## src/hdl/bpc_pkg.sv

```systemverilog
package bpc_pkg;

  typedef struct packed {
    logic [15:0] raw_temperature;
    logic [23:0] raw_pressure;
  } in_word_t;

  typedef struct packed {
    logic signed [15:0] temperature;
    logic [19:0]        pressure;
    logic               divide_error;
  } out_word_t;

  localparam int unsigned QueueDepth = 2;
  localparam int unsigned AddrW = 5;

  localparam logic [AddrW-1:0] AddrCalA = 5'd0;
  localparam logic [AddrW-1:0] AddrCalB = 5'd8;
  localparam logic [AddrW-1:0] AddrCalC = 5'd16;
  localparam logic [AddrW-1:0] AddrOss  = 5'd24;

  typedef enum logic [4:0] {
    ST_IDLE, ST_X1A, ST_X1B, ST_DEN, ST_DIV1, ST_B5, ST_SQA, ST_SQB,
    ST_P1A, ST_P1B, ST_B3A, ST_B3B, ST_B4A, ST_B4B, ST_B4C, ST_B7,
    ST_DIV2, ST_PA, ST_PB, ST_PC, ST_PD, ST_OUT
  } state_e;

  typedef enum logic [1:0] {DIV_IDLE, DIV_RUN, DIV_DONE} div_state_e;

endpackage

```

## src/hdl/bpc_front.sv

```systemverilog
module bpc_front #(
  parameter int unsigned Depth = bpc_pkg::QueueDepth
) (
  input  logic               clk_i,
  input  logic               rst_ni,
  input  logic               push_i,
  input  bpc_pkg::in_word_t  word_i,
  output logic               full_o,
  input  logic [1:0]         oss_i,
  input  logic               take_i,
  output logic               avail_o,
  output bpc_pkg::in_word_t  word_o,
  output logic [31:0]        up_o
);
  localparam int unsigned PtrW = (Depth > 1) ? $clog2(Depth) : 1;
  bpc_pkg::in_word_t mem_q [Depth];
  logic [PtrW-1:0] wp_q, rp_q;
  logic [PtrW:0]   cnt_q;
  logic do_push, do_pop;

  assign full_o  = (cnt_q == (PtrW+1)'(Depth));
  assign avail_o = (cnt_q != '0);
  assign do_push = push_i && !full_o;
  assign do_pop  = take_i && avail_o;
  assign word_o  = mem_q[rp_q];
  assign up_o    = {8'd0, word_o.raw_pressure >> (4'd8 - {2'd0, oss_i})};

  always_ff @(posedge clk_i or negedge rst_ni) begin
    if (!rst_ni) begin
      wp_q <= '0;
      rp_q <= '0;
      cnt_q <= '0;
    end else begin
      if (do_push) wp_q <= (wp_q == PtrW'(Depth-1)) ? '0 : wp_q + 1'b1;
      if (do_pop)  rp_q <= (rp_q == PtrW'(Depth-1)) ? '0 : rp_q + 1'b1;
      cnt_q <= cnt_q + (PtrW+1)'(do_push) - (PtrW+1)'(do_pop);
    end
  end

  always_ff @(posedge clk_i) begin
    if (do_push) mem_q[wp_q] <= word_i;
  end
endmodule

```

## config.mk

```make
export PLATFORM = sky130hd
export DESIGN_NAME = bpc_front
export DESIGN_NICKNAME = d
export VERILOG_FILES = /design/src/hdl/bpc_pkg.sv /design/src/hdl/bpc_front.sv
export SDC_FILE = /design/constraint.sdc
export NUM_CORES = 1
export LEC_CHECK = 0
export BUFFER_PORTS_ARGS = -buffer_cell sky130_fd_sc_hd__buf_2
export CORE_MARGIN = 10
export CORE_UTILIZATION = 56
export CTS_CLUSTER_SIZE = 10
export DETAILED_ROUTE_END_ITERATION = 10
export GPL_TIMING_DRIVEN = 0
export PLACE_DENSITY = 0.94
export SLEW_MARGIN = 20
export SYNTH_ARGS = -nofsm -noshare
export SYNTH_HDL_FRONTEND = slang
export SYNTH_SLANG_ARGS = --single-unit
```

## constraint.sdc

```tcl
create_clock -name clk_i -period 8.39 [get_ports clk_i]
set_input_delay 1.678 -clock clk_i [delete_from_list [all_inputs] [get_ports clk_i]]
set_output_delay 1.678 -clock clk_i [all_outputs]
set_load 0.01 [all_outputs]
```

==> metrics.cfg <==
[die]
coreArea_um2 = 7330
initial_core_util = 0.581
row_count = 31
die_area_um2 = 11500
dieWidth_um = 107
dieHeight_um = 107
num_io_pins = 120

[synthesis]
synth_ff_type = edfxtp_1
async_reset_ff_frac = 0.0476
yosysUniqueCellTypes = 40
synth_seq_area_share = 0.587
ys_ff_latch = 84
synth_edf_count = 80
syn_area_um2 = 4260
synth_cells = 284
ys_warn_count = 0
synth.avg_cell_area_um2 = 15.0

[sta]
period_needed_ns = 6.08
hold_ws_ns = 0.502
hold_viol = 0
drv_slew = 0
rsz0062_at_grt = no
finClkSkew_ns = 0.00546
worst_slack_ns = 2.31
worstMarginPinSlew_ns = 0.628
max_slew_margin = 0.581
setup_viol = 0
tns_ns = 0
fin_crit_sh = 0.724
fmax_mhz = 165

[place]
dpl.hpwl_mm = 7.82
dp_slack_ns = 2.37
dpl_cell_area_um2 = 5030
globalplace.congestion = 0.951
port_buffers = 107

[global_routing]
antenna_found_initial = 1
grt_pass1_vias = 3076
grt_pass1_wl_mm = 15.6
grt_usage = 0.171
grt_max_degree = 23
grt_overflow = 0

[cts]
clock_path_buffers = 2
cts-root-buf = clkbuf_8
cts.sinks = 84
insertion_delay_ns = 0.34
cts_setup_buffers = 0
cts_resized = 0
path_clk_slew_ns = 0.08
cts-buffers-inserted = 9
cts_tree = yes
postCtsHoldBufs = 0
htree_levels = 3

[status]
status = finished clean

[finish]
num_antenna_cells = 0
fillers = 511
drive_gt1_frac = 0.419
nNetsFinal = 464
layout_commonest_cell = buf_2
area_delta_synth_final_pct = 22.5
design_area_um2 = 5220
layout.cells.most_common_list = buf_2, edfxtp_1, mux2_1

[power_and_ir_drop]
power_density_nw_per_um2 = 311
power_w = 0.00162
peakVddDrop_v = 0.000195
p_leak_nw = 2.11

[detailed_routing]
drtAntennaViolNets = 0
first_pass_iters = 4
wirelength_mm = 9.82
wire_per_inst_um = 18.9
remaining_drc_errors = 0
via_per_inst = 5.43
vias = 2819
drtIter0Drc = 138

[setup_path]
arrival_ns = 4.40
crit_slowest_cell = buf_1
max_stage_delay_ns = 0.42
crit_top_cell = buf_2
path_buf_inv = 8
end_kind = output pin
cp-start-kind = input port
cp_cell_sequence = buf_2, buf_6, buf_6, buf_4, inv_2, ha_1, buf_2, buf_1, nand2_1, o2bb2a_1, o211ai_1, mux2i_1, buf_2
path_max_fanout = 10
critPathTopFamily = buffers and inverters
path_class = in -> out
cp.required_ns = 6.71

[worst_hold_path]
hold_path_class = reg -> reg

[flow_run]
drv_cap = 0

cell usage after synthesis (5+ instances only):
master	count	area share
a21oi_1	5	0.0059
mux2_1	37	0.098
mux4_2	6	0.032
mux2i_1	19	0.045
nor2_1	14	0.012
o211ai_1	5	0.0088
nand2b_1	6	0.0088
nand2_1	10	0.0088
edfxtp_1	80	0.56
mux2_2	14	0.037
mux2_4	5	0.018
buf_4	16	0.028
buf_2	6	0.0070
inv_1	6	0.0053
path summary, 6_finish.rpt:
path                               start        to  slack (ns)  cells past startpoint
worst max-delay path            oss_i[0]   up_o[8]        2.31                     13
worst min-delay path            cnt_q[1]  cnt_q[1]        0.50                      1
worst max register to register      rp_q      rp_q        6.57                      5
worst min register to register  cnt_q[1]  cnt_q[1]        0.50                      1
max in group asynchronous         rst_ni      rp_q        7.16                      1
min in group asynchronous         rst_ni  cnt_q[1]        1.12                      1
registers in the layout (all words and copies together) (netlist names):
register / count
mem_q: 80
cnt_q: 2
wp_q: 1
rp_q: 1
report_power, final:
group | total [W] | internal (W) | switching [W]
clock | 0.000278 | 0.000139 | 0.000139
sequential | 0.000622 | 0.000576 | 0.0000461
combinational | 0.000724 | 0.000323 | 0.000402
total | 0.00162 | 0.00104 | 0.000587
layout make-up:
cell class                      count  area (µm²)  share of cell area
Clock buffer                       11         131              0.0252
Tap cell                           99         124              0.0237
Multi-Input combinational cell    175        1590               0.305
Buffer                             29         191              0.0367
Clock inverter                      5        61.3              0.0117
Sequential cell                    84        2500               0.480
Inverter                            7        26.3             0.00503
Timing Repair Buffer              109         591               0.113
logic make-up (layout without fill, tap and decap cells):
kind of cell | after synthesis | in the layout | share of synthesized area
compound gates | 33 | 33 | 0.0587
xor+xnor | 4 | 4 | 0.00822
fa+ha+maj | 3 | 3 | 0.00881
buf+inv | 36 | 161 | 0.0511
flops | 84 | 84 | 0.587
mux | 83 | 83 | 0.241
other cells | 1 | 12 | 0.000880
simple gates | 40 | 40 | 0.0440
metal layers:
layer | up-vias | track usage | routed length, µm
li1 | 1334 | - | -
met4 | 0 | 0.0590 | 159
met5 | - | 0 | 0
met3 | 12 | 0.0719 | 1010
met2 | 117 | 0.295 | 4880
met1 | 1356 | 0.186 | 3770
worst reg2reg max path: cells and delay by family (launching register included):
kind                   cells  cell delay [ns]
flip-flops                 1             0.45
XOR/XNOR                   1             0.17
buffers and inverters      4             1.11
metrics by stage:
step | utilization | instances
finish | 0.712 | 519
detailed placement | 0.686 | 503
global placement | 0.677 | 501
floorplan | - | 295
CTS | 0.712 | 519
global route | 0.712 | 519
No activity file was read; power rests on OpenSTA's default activity.
